### config.mk
export PLATFORM = sky130hd
export DESIGN_NAME = sliding_window_sender
export DESIGN_NICKNAME = d
export VERILOG_FILES = /design/src/sv/swsend_pkg.sv /design/src/sv/swsend_front.sv /design/src/sv/swsend_queue.sv /design/src/sv/swsend_back.sv /design/src/sv/sliding_window_sender.sv
export SDC_FILE = /design/constraint.sdc
export NUM_CORES = 1
export LEC_CHECK = 0
export ABC_AREA = 1
export BUFFER_PORTS_ARGS = -buffer_cell sky130_fd_sc_hd__buf_2
export CAP_MARGIN = 15
export CORE_MARGIN = 10
export CORE_UTILIZATION = 56
export DETAILED_ROUTE_END_ITERATION = 16
export GPL_TIMING_DRIVEN = 0
export PLACE_DENSITY = 0.77
export SETUP_SLACK_MARGIN = 0.05
export SYNTH_ARGS = -nofsm -noshare
export SYNTH_HDL_FRONTEND = slang
export SYNTH_SLANG_ARGS = --single-unit
### constraint.sdc
create_clock -name clock -period 2.9 [get_ports clock]
set_input_delay 0.435 -clock clock [delete_from_list [all_inputs] [get_ports clock]]
set_output_delay 0.435 -clock clock [all_outputs]
set_load 0.02 [all_outputs]
### src/sv/swsend_pkg.sv
// ----------------------------------------------------------------------------
// Sliding window sender package
// Shared constants, codes and types of the selective-repeat sender window.
// ----------------------------------------------------------------------------
package swsend_pkg;

   localparam int WINDOW_SIZE = 8;
   localparam int MAX_FRAMES  = 256;

   localparam int FRAME_W   = 8;
   localparam int COUNT_W   = 9;
   localparam int TICK_W    = 8;
   localparam int WIN_IDX_W = (WINDOW_SIZE > 1) ? $clog2(WINDOW_SIZE) : 1;

   localparam int QUEUE_DEPTH = 2;
   localparam int Q_PTR_W     = (QUEUE_DEPTH > 1) ? $clog2(QUEUE_DEPTH) : 1;
   localparam int Q_CNT_W     = $clog2(QUEUE_DEPTH + 1);

   localparam int CSR_ADDR_W = 3;
   localparam int CSR_DATA_W = 32;

   localparam logic CSR_IDX_TOTAL   = 1'b0;
   localparam logic CSR_IDX_TIMEOUT = 1'b1;

   typedef enum logic [1:0] {
      KIND_START = 2'd0,
      KIND_ACK   = 2'd1,
      KIND_NAK   = 2'd2,
      KIND_TICK  = 2'd3
   } kind_type;

   typedef enum logic [1:0] {
      ST_SEND  = 2'd0,
      ST_WAIT  = 2'd1,
      ST_ACKED = 2'd2
   } status_type;

   typedef enum logic [1:0] {
      BK_IDLE,
      BK_EXEC,
      BK_SLIDE,
      BK_SCAN
   } bk_state_type;

   typedef struct packed {
      logic               is_start;
      logic               is_ack;
      logic               is_nak;
      logic               is_tick;
      logic [FRAME_W-1:0] frame;
   } cmd_type;

   function automatic logic [COUNT_W-1:0] frames_limit(input logic [COUNT_W-1:0] total);
      logic [COUNT_W-1:0] result;
      if (int'(total) > MAX_FRAMES) begin
         result = COUNT_W'(MAX_FRAMES);
      end else begin
         result = total;
      end
      return result;
   endfunction

endpackage

### src/sv/swsend_front.sv
// ----------------------------------------------------------------------------
// Sliding window sender front end
// Accepts command words, decodes their kind and hands them to the queue.
// ----------------------------------------------------------------------------
module swsend_front (
   input  logic                            clock,
   input  logic                            reset,
   input  logic                            start,
   output logic                            busy,
   input  logic [1:0]                      req_kind,
   input  logic [swsend_pkg::FRAME_W-1:0]  req_frame_index,
   input  logic                            q_full,
   output logic                            push,
   output swsend_pkg::cmd_type             push_cmd
);

   logic                valid_ff;
   logic                valid_in;
   swsend_pkg::cmd_type cmd_ff;
   swsend_pkg::cmd_type cmd_in;
   logic                accept;

   assign busy     = valid_ff && q_full;
   assign accept   = start && !busy;
   assign push     = valid_ff && !q_full;
   assign push_cmd = cmd_ff;

   always_comb begin
      valid_in = valid_ff;
      cmd_in   = cmd_ff;
      if (push) begin
         valid_in = 1'b0;
      end
      if (accept) begin
         valid_in        = 1'b1;
         cmd_in.is_start = 1'b0;
         cmd_in.is_ack   = 1'b0;
         cmd_in.is_nak   = 1'b0;
         cmd_in.is_tick  = 1'b0;
         cmd_in.frame    = req_frame_index;
         unique case (swsend_pkg::kind_type'(req_kind))
            swsend_pkg::KIND_START: cmd_in.is_start = 1'b1;
            swsend_pkg::KIND_ACK:   cmd_in.is_ack   = 1'b1;
            swsend_pkg::KIND_NAK:   cmd_in.is_nak   = 1'b1;
            swsend_pkg::KIND_TICK:  cmd_in.is_tick  = 1'b1;
            default:                cmd_in.is_tick  = 1'b1;
         endcase
      end
   end

   always_ff @(posedge clock) begin
      if (reset) begin
         valid_ff <= 1'b0;
      end else begin
         valid_ff <= valid_in;
      end
      cmd_ff <= cmd_in;
   end

endmodule

### src/sv/swsend_queue.sv
// ----------------------------------------------------------------------------
// Sliding window sender command queue
// Short first-in first-out queue between the front end and the back end.
// ----------------------------------------------------------------------------
module swsend_queue (
   input  logic                clock,
   input  logic                reset,
   input  logic                push,
   input  swsend_pkg::cmd_type push_cmd,
   output logic                full,
   input  logic                pop,
   output logic                not_empty,
   output swsend_pkg::cmd_type pop_cmd
);

   swsend_pkg::cmd_type                    entry_ff [swsend_pkg::QUEUE_DEPTH];
   logic [swsend_pkg::Q_PTR_W-1:0]         wr_ptr_ff;
   logic [swsend_pkg::Q_PTR_W-1:0]         wr_ptr_in;
   logic [swsend_pkg::Q_PTR_W-1:0]         rd_ptr_ff;
   logic [swsend_pkg::Q_PTR_W-1:0]         rd_ptr_in;
   logic [swsend_pkg::Q_CNT_W-1:0]         count_ff;
   logic [swsend_pkg::Q_CNT_W-1:0]         count_in;
   logic                                   do_push;
   logic                                   do_pop;

   assign full      = (count_ff == swsend_pkg::Q_CNT_W'(swsend_pkg::QUEUE_DEPTH));
   assign not_empty = (count_ff != '0);
   assign do_push   = push && !full;
   assign do_pop    = pop && not_empty;
   assign pop_cmd   = entry_ff[rd_ptr_ff];

   always_comb begin
      wr_ptr_in = wr_ptr_ff;
      rd_ptr_in = rd_ptr_ff;
      count_in  = count_ff;
      if (do_push) begin
         if (wr_ptr_ff == swsend_pkg::Q_PTR_W'(swsend_pkg::QUEUE_DEPTH - 1)) begin
            wr_ptr_in = '0;
         end else begin
            wr_ptr_in = wr_ptr_ff + 1'b1;
         end
      end
      if (do_pop) begin
         if (rd_ptr_ff == swsend_pkg::Q_PTR_W'(swsend_pkg::QUEUE_DEPTH - 1)) begin
            rd_ptr_in = '0;
         end else begin
            rd_ptr_in = rd_ptr_ff + 1'b1;
         end
      end
      if (do_push && !do_pop) begin
         count_in = count_ff + 1'b1;
      end else if (do_pop && !do_push) begin
         count_in = count_ff - 1'b1;
      end
   end

   always_ff @(posedge clock) begin
      if (reset) begin
         wr_ptr_ff <= '0;
         rd_ptr_ff <= '0;
         count_ff  <= '0;
      end else begin
         wr_ptr_ff <= wr_ptr_in;
         rd_ptr_ff <= rd_ptr_in;
         count_ff  <= count_in;
      end
      if (do_push) begin
         entry_ff[wr_ptr_ff] <= push_cmd;
      end
   end

endmodule

### src/sv/swsend_back.sv
// ----------------------------------------------------------------------------
// Sliding window sender back end
// Applies each command to the window, slides it one slot per cycle and
// emits one send word per cycle for every slot marked to send, or a single idle final word when none is.
// ----------------------------------------------------------------------------
module swsend_back (
   input  logic                            clock,
   input  logic                            reset,
   input  logic                            q_not_empty,
   input  swsend_pkg::cmd_type             q_cmd,
   output logic                            q_pop,
   input  logic [swsend_pkg::COUNT_W-1:0]  total_frames,
   input  logic [swsend_pkg::TICK_W-1:0]   timeout_ticks,
   output logic                            rsp_valid,
   output logic                            rsp_send_valid,
   output logic [swsend_pkg::FRAME_W-1:0]  rsp_send_frame,
   output logic                            rsp_all_done,
   output logic                            rsp_bad_index,
   output logic                            rsp_last
);

   localparam int W = swsend_pkg::WINDOW_SIZE;

   swsend_pkg::bk_state_type          state_ff;
   swsend_pkg::bk_state_type          state_in;
   swsend_pkg::cmd_type               cmd_ff;
   swsend_pkg::cmd_type               cmd_in;
   swsend_pkg::status_type            status_ff [W];
   swsend_pkg::status_type            status_in [W];
   logic [swsend_pkg::TICK_W-1:0]     wait_ff [W];
   logic [swsend_pkg::TICK_W-1:0]     wait_in [W];
   logic [swsend_pkg::FRAME_W-1:0]    head_ff;
   logic [swsend_pkg::FRAME_W-1:0]    head_in;
   logic                              at_end_ff;
   logic                              at_end_in;
   logic                              done_ff;
   logic                              done_in;
   logic                              bad_ff;
   logic                              bad_in;

   logic                              rsp_valid_ff;
   logic                              rsp_valid_in;
   logic                              rsp_send_valid_ff;
   logic                              rsp_send_valid_in;
   logic [swsend_pkg::FRAME_W-1:0]    rsp_send_frame_ff;
   logic [swsend_pkg::FRAME_W-1:0]    rsp_send_frame_in;
   logic                              rsp_all_done_ff;
   logic                              rsp_all_done_in;
   logic                              rsp_bad_index_ff;
   logic                              rsp_bad_index_in;
   logic                              rsp_last_ff;
   logic                              rsp_last_in;

   logic [swsend_pkg::COUNT_W-1:0]    frame_count;
   logic [swsend_pkg::TICK_W-1:0]     limit;
   logic [swsend_pkg::FRAME_W-1:0]    offset;
   logic [swsend_pkg::WIN_IDX_W-1:0]  offset_idx;
   logic                              in_window;
   logic [W-1:0]                      send_mask;
   logic [W-1:0]                      rest_mask;
   logic [swsend_pkg::WIN_IDX_W-1:0]  low_idx;
   logic                              all_acked;
   logic [swsend_pkg::TICK_W:0]       aged;

   assign rsp_valid      = rsp_valid_ff;
   assign rsp_send_valid = rsp_send_valid_ff;
   assign rsp_send_frame = rsp_send_frame_ff;
   assign rsp_all_done   = rsp_all_done_ff;
   assign rsp_bad_index  = rsp_bad_index_ff;
   assign rsp_last       = rsp_last_ff;

   assign frame_count = swsend_pkg::frames_limit(total_frames);
   assign limit       = (timeout_ticks == '0) ? swsend_pkg::TICK_W'(1) : timeout_ticks;
   assign offset      = cmd_ff.frame - head_ff;
   assign offset_idx  = offset[swsend_pkg::WIN_IDX_W-1:0];
   assign in_window   = (cmd_ff.frame >= head_ff)
                        && (offset < swsend_pkg::FRAME_W'(W))
                        && ({1'b0, cmd_ff.frame} < frame_count);

   always_comb begin
      all_acked = 1'b1;
      low_idx   = '0;
      for (int i = 0; i < W; i++) begin
         send_mask[i] = (status_ff[i] == swsend_pkg::ST_SEND);
         if (status_ff[i] != swsend_pkg::ST_ACKED) begin
            all_acked = 1'b0;
         end
      end
      for (int i = W - 1; i >= 0; i--) begin
         if (send_mask[i]) begin
            low_idx = swsend_pkg::WIN_IDX_W'(i);
         end
      end
      rest_mask          = send_mask;
      rest_mask[low_idx] = 1'b0;
   end

   always_comb begin
      state_in          = state_ff;
      cmd_in            = cmd_ff;
      status_in         = status_ff;
      wait_in           = wait_ff;
      head_in           = head_ff;
      at_end_in         = at_end_ff;
      done_in           = done_ff;
      bad_in            = bad_ff;
      q_pop             = 1'b0;
      aged              = '0;
      rsp_valid_in      = 1'b0;
      rsp_send_valid_in = rsp_send_valid_ff;
      rsp_send_frame_in = rsp_send_frame_ff;
      rsp_all_done_in   = rsp_all_done_ff;
      rsp_bad_index_in  = rsp_bad_index_ff;
      rsp_last_in       = rsp_last_ff;

      unique case (state_ff)
         swsend_pkg::BK_IDLE: begin
            if (q_not_empty) begin
               q_pop    = 1'b1;
               cmd_in   = q_cmd;
               state_in = swsend_pkg::BK_EXEC;
            end
         end
         swsend_pkg::BK_EXEC: begin
            bad_in   = 1'b0;
            state_in = swsend_pkg::BK_SCAN;
            priority if (cmd_ff.is_start) begin
               head_in = '0;
               for (int i = 0; i < W; i++) begin
                  status_in[i] = (swsend_pkg::COUNT_W'(i) < frame_count)
                                 ? swsend_pkg::ST_SEND : swsend_pkg::ST_ACKED;
                  wait_in[i]   = '0;
               end
               at_end_in = (frame_count <= swsend_pkg::COUNT_W'(W));
               done_in   = (frame_count == '0);
            end else if (cmd_ff.is_ack || cmd_ff.is_nak) begin
               bad_in = !in_window;
               if (in_window && !done_ff) begin
                  wait_in[offset_idx] = '0;
                  if (cmd_ff.is_ack) begin
                     status_in[offset_idx] = swsend_pkg::ST_ACKED;
                     state_in              = swsend_pkg::BK_SLIDE;
                  end else begin
                     status_in[offset_idx] = swsend_pkg::ST_SEND;
                  end
               end
            end else begin
               if (!done_ff) begin
                  for (int i = 0; i < W; i++) begin
                     if (status_ff[i] == swsend_pkg::ST_WAIT) begin
                        aged = {1'b0, wait_ff[i]} + 1'b1;
                        if (aged >= {1'b0, limit}) begin
                           status_in[i] = swsend_pkg::ST_SEND;
                           wait_in[i]   = '0;
                        end else begin
                           wait_in[i] = aged[swsend_pkg::TICK_W-1:0];
                        end
                     end
                  end
               end
            end
         end
         swsend_pkg::BK_SLIDE: begin
            if (!at_end_ff && (status_ff[0] == swsend_pkg::ST_ACKED)) begin
               if (({2'b00, head_ff} + 10'(W)) >= {1'b0, frame_count}) begin
                  at_end_in = 1'b1;
               end else begin
                  for (int i = 1; i < W; i++) begin
                     status_in[i-1] = status_ff[i];
                     wait_in[i-1]   = wait_ff[i];
                  end
                  status_in[W-1] = swsend_pkg::ST_SEND;
                  wait_in[W-1]   = '0;
                  head_in        = head_ff + 1'b1;
               end
            end else begin
               if (at_end_ff && all_acked) begin
                  done_in = 1'b1;
               end
               state_in = swsend_pkg::BK_SCAN;
            end
         end
         swsend_pkg::BK_SCAN: begin
            rsp_valid_in     = 1'b1;
            rsp_all_done_in  = done_ff;
            rsp_bad_index_in = bad_ff;
            if (send_mask == '0) begin
               rsp_send_valid_in = 1'b0;
               rsp_send_frame_in = '0;
               rsp_last_in       = 1'b1;
               state_in          = swsend_pkg::BK_IDLE;
            end else begin
               status_in[low_idx] = swsend_pkg::ST_WAIT;
               wait_in[low_idx]   = '0;
               rsp_send_valid_in  = 1'b1;
               rsp_send_frame_in  = head_ff + swsend_pkg::FRAME_W'(low_idx);
               rsp_last_in        = (rest_mask == '0);
               if (rest_mask == '0) begin
                  state_in = swsend_pkg::BK_IDLE;
               end
            end
         end
         default: begin
            state_in = swsend_pkg::BK_IDLE;
         end
      endcase
   end

   always_ff @(posedge clock) begin
      if (reset) begin
         state_ff     <= swsend_pkg::BK_IDLE;
         head_ff      <= '0;
         at_end_ff    <= 1'b1;
         done_ff      <= 1'b1;
         bad_ff       <= 1'b0;
         rsp_valid_ff <= 1'b0;
         for (int i = 0; i < W; i++) begin
            status_ff[i] <= swsend_pkg::ST_ACKED;
            wait_ff[i]   <= '0;
         end
      end else begin
         state_ff     <= state_in;
         head_ff      <= head_in;
         at_end_ff    <= at_end_in;
         done_ff      <= done_in;
         bad_ff       <= bad_in;
         rsp_valid_ff <= rsp_valid_in;
         for (int i = 0; i < W; i++) begin
            status_ff[i] <= status_in[i];
            wait_ff[i]   <= wait_in[i];
         end
      end
      cmd_ff            <= cmd_in;
      rsp_send_valid_ff <= rsp_send_valid_in;
      rsp_send_frame_ff <= rsp_send_frame_in;
      rsp_all_done_ff   <= rsp_all_done_in;
      rsp_bad_index_ff  <= rsp_bad_index_in;
      rsp_last_ff       <= rsp_last_in;
   end

endmodule

### src/sv/sliding_window_sender.sv
// ----------------------------------------------------------------------------
// Sliding window sender
// Selective-repeat sender window with a decoupled front end, a command queue
// and a back end that updates the window and emits send words.
// A command passes the front-end register and the queue; the back end pops
// it in its idle state, executes it, slides the window step by step after an
// in-window ACK, then scans and emits its result words from registers. The
// back end takes the next command only once its last result word is out.
// Reset: synchronous; all slots acked, head frame 0, message done, registers 1.
// ----------------------------------------------------------------------------
module sliding_window_sender (
   input  logic                                clock,
   input  logic                                reset,
   input  logic                                start,
   output logic                                busy,
   input  logic [1:0]                          req_kind,
   input  logic [swsend_pkg::FRAME_W-1:0]      req_frame_index,
   output logic                                rsp_valid,
   output logic                                rsp_send_valid,
   output logic [swsend_pkg::FRAME_W-1:0]      rsp_send_frame,
   output logic                                rsp_all_done,
   output logic                                rsp_bad_index,
   output logic                                rsp_last,
   input  logic                                psel,
   input  logic                                penable,
   input  logic                                pwrite,
   input  logic [swsend_pkg::CSR_ADDR_W-1:0]   paddr,
   input  logic [swsend_pkg::CSR_DATA_W-1:0]   pwdata,
   output logic [swsend_pkg::CSR_DATA_W-1:0]   prdata,
   output logic                                pready
);

   logic [swsend_pkg::COUNT_W-1:0] total_frames_ff;
   logic [swsend_pkg::COUNT_W-1:0] total_frames_in;
   logic [swsend_pkg::TICK_W-1:0]  timeout_ticks_ff;
   logic [swsend_pkg::TICK_W-1:0]  timeout_ticks_in;
   logic                           csr_write;
   logic                           csr_index;

   logic                           q_push;
   swsend_pkg::cmd_type            q_push_cmd;
   logic                           q_full;
   logic                           q_pop;
   logic                           q_not_empty;
   swsend_pkg::cmd_type            q_pop_cmd;

   assign pready    = 1'b1;
   assign csr_index = paddr[swsend_pkg::CSR_ADDR_W-1];
   assign csr_write = psel && penable && pwrite && pready;

   always_comb begin
      total_frames_in  = total_frames_ff;
      timeout_ticks_in = timeout_ticks_ff;
      if (csr_write) begin
         unique case (csr_index)
            swsend_pkg::CSR_IDX_TOTAL:   total_frames_in  = pwdata[swsend_pkg::COUNT_W-1:0];
            swsend_pkg::CSR_IDX_TIMEOUT: timeout_ticks_in = pwdata[swsend_pkg::TICK_W-1:0];
            default:                     total_frames_in  = total_frames_ff;
         endcase
      end
      unique case (csr_index)
         swsend_pkg::CSR_IDX_TOTAL:
            prdata = swsend_pkg::CSR_DATA_W'(total_frames_ff);
         swsend_pkg::CSR_IDX_TIMEOUT:
            prdata = swsend_pkg::CSR_DATA_W'(timeout_ticks_ff);
         default:
            prdata = '0;
      endcase
   end

   always_ff @(posedge clock) begin
      if (reset) begin
         total_frames_ff  <= swsend_pkg::COUNT_W'(1);
         timeout_ticks_ff <= swsend_pkg::TICK_W'(1);
      end else begin
         total_frames_ff  <= total_frames_in;
         timeout_ticks_ff <= timeout_ticks_in;
      end
   end

   swsend_front u_front (
      .clock           (clock),
      .reset           (reset),
      .start           (start),
      .busy            (busy),
      .req_kind        (req_kind),
      .req_frame_index (req_frame_index),
      .q_full          (q_full),
      .push            (q_push),
      .push_cmd        (q_push_cmd)
   );

   swsend_queue u_queue (
      .clock     (clock),
      .reset     (reset),
      .push      (q_push),
      .push_cmd  (q_push_cmd),
      .full      (q_full),
      .pop       (q_pop),
      .not_empty (q_not_empty),
      .pop_cmd   (q_pop_cmd)
   );

   swsend_back u_back (
      .clock          (clock),
      .reset          (reset),
      .q_not_empty    (q_not_empty),
      .q_cmd          (q_pop_cmd),
      .q_pop          (q_pop),
      .total_frames   (total_frames_ff),
      .timeout_ticks  (timeout_ticks_ff),
      .rsp_valid      (rsp_valid),
      .rsp_send_valid (rsp_send_valid),
      .rsp_send_frame (rsp_send_frame),
      .rsp_all_done   (rsp_all_done),
      .rsp_bad_index  (rsp_bad_index),
      .rsp_last       (rsp_last)
   );

endmodule

==> metrics <==
most used cell, CP=nand2_1; Slowest cell on crit path=dfxtp_2; CP cell instances=inv_2, nand4_1, buf_6, o21ai_4, buf_6, nand2_4, ha_4, a21o_1, a21oi_2, nand4_1, nand2_1, nand2_2, nor2_4, buf_12, buf_12, nand3_4, buf_4, nand2_1, nand2_1, nor2_1; post-route clock period utilization=106%; Max Freq=325 MHz; CTS Hold Buffers Added=0; max_cap viols=0; Die X=177 microns; register area=4060 sq um; CP Class=reg2reg; Largest stage delay, worst path=340 ps; EDFF count, synth=56; Final Hold Fails=0; Rows=57; CTS buffer count=17; post-synthesis mux area share=0%; Reg clk slew, reported paths=100 ps; DIE HEIGHT=177 microns; Multi-input gate area=9390 sq um; sw power=8.81 mW; Arr. time, crit path=3450 ps; top-area cell type share of the netlist area=16.8%; first-pass detailed-route iteration total=6; worst-skew pair later-pin latency=460 ps; Post-Synth Adder-Cell Area=10.0%; clock root buffer=clkbuf_16; post-synthesis sequential area ratio=29.0%; final setup skew=17.8 ps; buffer depth of the longest clock path=2; die footprint=31300 sq um; leakage=8.44 nW; Antenna Cells=0; reg-to-reg startpoint=total_frames_ff[6]; H-tree depth=4; Sw Ratio=51.7%; first-pass GRT wire length=75.1 mm; routed len/inst=19.2 microns; total gr overflow=0; HP Start=req_frame_index[2]; # fillers=1952; required time worst endpoint=3280 ps; ANT nets after route=0; Internal Power=8.23 mW; Logic pwr share=62.8%; crit end category=register; total wire length=50.6 mm; initial cell density of the core=56.9%; Post-Syn Area=13800 sq um; Vias=15630; design area=17300 sq um; largest net degree at the start of global routing=23; # IOs=98; Setup-failing EPs final=77; share of layout cells above drive strength 1=22.3%; PwrDens=984 nW/um^2; Max-slew headroom=31.8%; count of different cell masters after synthesis=56; vias in the first global route=14090; IR Drop Worst-Case VDD=0.578 mV; clock share of power=15.2%; initial antenna violation count=0; Min-Delay Path Class=in2reg; XOR/XNOR share of the synthesized area=1.78%; Placed Area=14500 sq um; Worst Setup Start Kind=register; Hold Slack=143 ps; area leader, netlist=dfxtp_1; placer's final routability congestion estimate=1.01; gr usage total=30.2%; CP startpoint=total_frames_ff[6]; worst-path maximum fanout=7; Mean Syn Cell Area=6.54 sq um; Final Slew Violations=0; worst slew pin tran=1020 ps; status=finished with violations; DRC Markers=0; # port buffers=48; Cells after Synth=2108; sequential share of power=22.0%; ys flop type=dfxtp_1; #FFs+latches synth=172; DR iter-0 viols=1790; largest family of logic cells by synthesized area=simple AND/OR/NAND/NOR gates; CTS tree=done; Synth Area in Simple Gates=36.7%; flop2flop setup slack=-170 ps; Ys Warns=0; RSZ-0062 raised after global routing=yes; Synth Area in Compound Gates=11.5%; Async SR Flop Fraction=0%; synthesis-to-finish area growth=25.6%; post-DP HPWL=34.3 mm; top post-synthesis cells by area=dfxtp_1 17%, nand2_1 17%, edfxtp_1 12%, ha_1 9.7%, nor2_1 7.6%; clock sinks=172; post-route minimum period=3070 ps; Via-to-Cell Ratio=5.94; Final WS setup=-173 ps; core area=24200 sq um; nets=2454; failing checks=negative setup slack
[worst max-delay path: cells and delay by family (launching register included)]
family                   cells  cell delay, ps
adder cells (fa/ha/maj)      1             220
flip-flops                   1             340
AND/OR/NAND/NOR             10            1090
AO/OA/AOI/OAI                3             480
buffers and inverters        6             850
[power groups by stage]
stage / clock network (mW) / registers (mW) / logic [mW]
6_report: 2.59 / 3.75 / 10.7
5_1_grt: 2.65 / 3.79 / 11.6
4_1_cts: 2.56 / 3.64 / 9.10
3_5_place_dp: 0 / 3.67 / 7.97
3_3_place_gp: 0 / 3.66 / 7.78
2_1_floorplan: 0 / 3.47 / 5.95
[cells in the final DEF (no fill, tap or decap), types with 9 or more instances in the layout]
| master | n |
|---|---|
| nand2_1 | 536 |
| inv_1 | 239 |
| nor2_1 | 217 |
| nand3_1 | 139 |
| ha_1 | 93 |
| buf_4 | 88 |
| dfxtp_1 | 88 |
| a21oi_1 | 80 |
| o21ai_0 | 78 |
| nand2_2 | 72 |
| edfxtp_1 | 56 |
| buf_2 | 53 |
| nand4_1 | 46 |
| nor2_2 | 43 |
| buf_6 | 36 |
| nor3_1 | 28 |
| clkbuf_1 | 27 |
| nor2_4 | 26 |
| xor2_1 | 24 |
| conb_1 | 24 |
| inv_2 | 23 |
| dfxtp_2 | 21 |
| o22ai_1 | 20 |
| clkbuf_16 | 20 |
| o211ai_1 | 17 |
| nand3_4 | 13 |
| nand3b_1 | 13 |
| nand2_4 | 12 |
| ha_4 | 12 |
| o221ai_1 | 11 |
| a21oi_2 | 9 |
| buf_12 | 9 |
| a22oi_1 | 9 |
[path summary, 6_finish.rpt]
| path | depth (start not counted) | endpoint |
|---|---|---|
| min reg2reg | 0 | u_back.rsp_bad_index |
| max | 20 | u_back.wait_ff[33] |
| max reg2reg | 20 | u_back.wait_ff[33] |
| min | 1 | u_front.push_cmd[2] |
[area by class of cell]
class	instances	area share, %
multi-input combinational	1610	54.2
clock buffer	17	2.46
timing repair buffer	146	7.13
tap	324	2.34
clock inverter	15	1.26
buffer	79	3.25
sequential	172	23.4
inverter	268	5.90
[synth_stat cells, drive strengths merged (15+ instances only)]
cell    count
nand2     620
nor2      286
inv       266
nand3     159
dfxtp     116
ha        107
a21oi      89
o21ai      89
edfxtp     56
buf        50
nand4      46
nor3       39
clkbuf     32
xor2       28
o22ai      21
o211ai     17
nand3b     15
[state kept, by name (all words and copies together), names as in the netlist]
register	cells
u_queue.count_ff	2
u_back.rsp_all_done	1
u_back.status_ff	16
u_back.bad_ff	1
u_back.rsp_bad_index	1
u_back.state_ff	2
u_back.at_end_ff	1
u_queue.rd_ptr_ff	1
u_back.wait_ff	64
u_back.done_ff	1
u_queue.entry_ff	22
u_back.rsp_send_valid	1
total_frames_ff	9
timeout_ticks_ff	8
u_back.rsp_valid	1
u_back.rsp_send_frame	8
u_front.valid_ff	1
u_back.cmd_ff	11
u_front.push_cmd	11
u_queue.wr_ptr_ff	1
u_back.head_ff	8
u_back.rsp_last	1
[repair_timing]
action                                  CTS  global route
resized for setup                       180           199
endpoints found under the hold margin     0             0
cloned                                   10             4
pin swaps                                53            75
endpoints found under the setup margin   85            94
setup buffers                            64            29
[per-layer routing]
metal	routed length, microns	GRT usage, %	part of all wire (%)	vias to the layer above
met1	19900	40.2	39	7145
met4	2330	11.8	4.6	0
met5	0	0	0	-
met3	6140	6.17	12	198
met2	22300	47.1	44	1033
li1	-	-	-	7254
[cell families after synthesis]
family | count (synthesis)
other | 2
adders and majority gates | 109
DFF | 172
AOI/OAI and AO/OA | 267
xor gates and xnor gates | 28
buffers and inverters | 350
and+or+nand+nor | 1180
[metrics by stage]
stage	cells	power (mW)	setup WS (ps)	utilization [%]	setup TNS [ps]
after floorplan	2130	9.43	91.9	-	0
after global placement	2502	11.4	-787	59.9	-36600
after detailed placement	2503	11.6	-837	59.9	-39510
after CTS	2608	15.3	-26.5	67.9	-160
after global routing	2631	18.0	-294	71.4	-15580
final	2631	17.0	-173	71.4	-6430
Note: power is estimated with default switching activity, not from simulation.
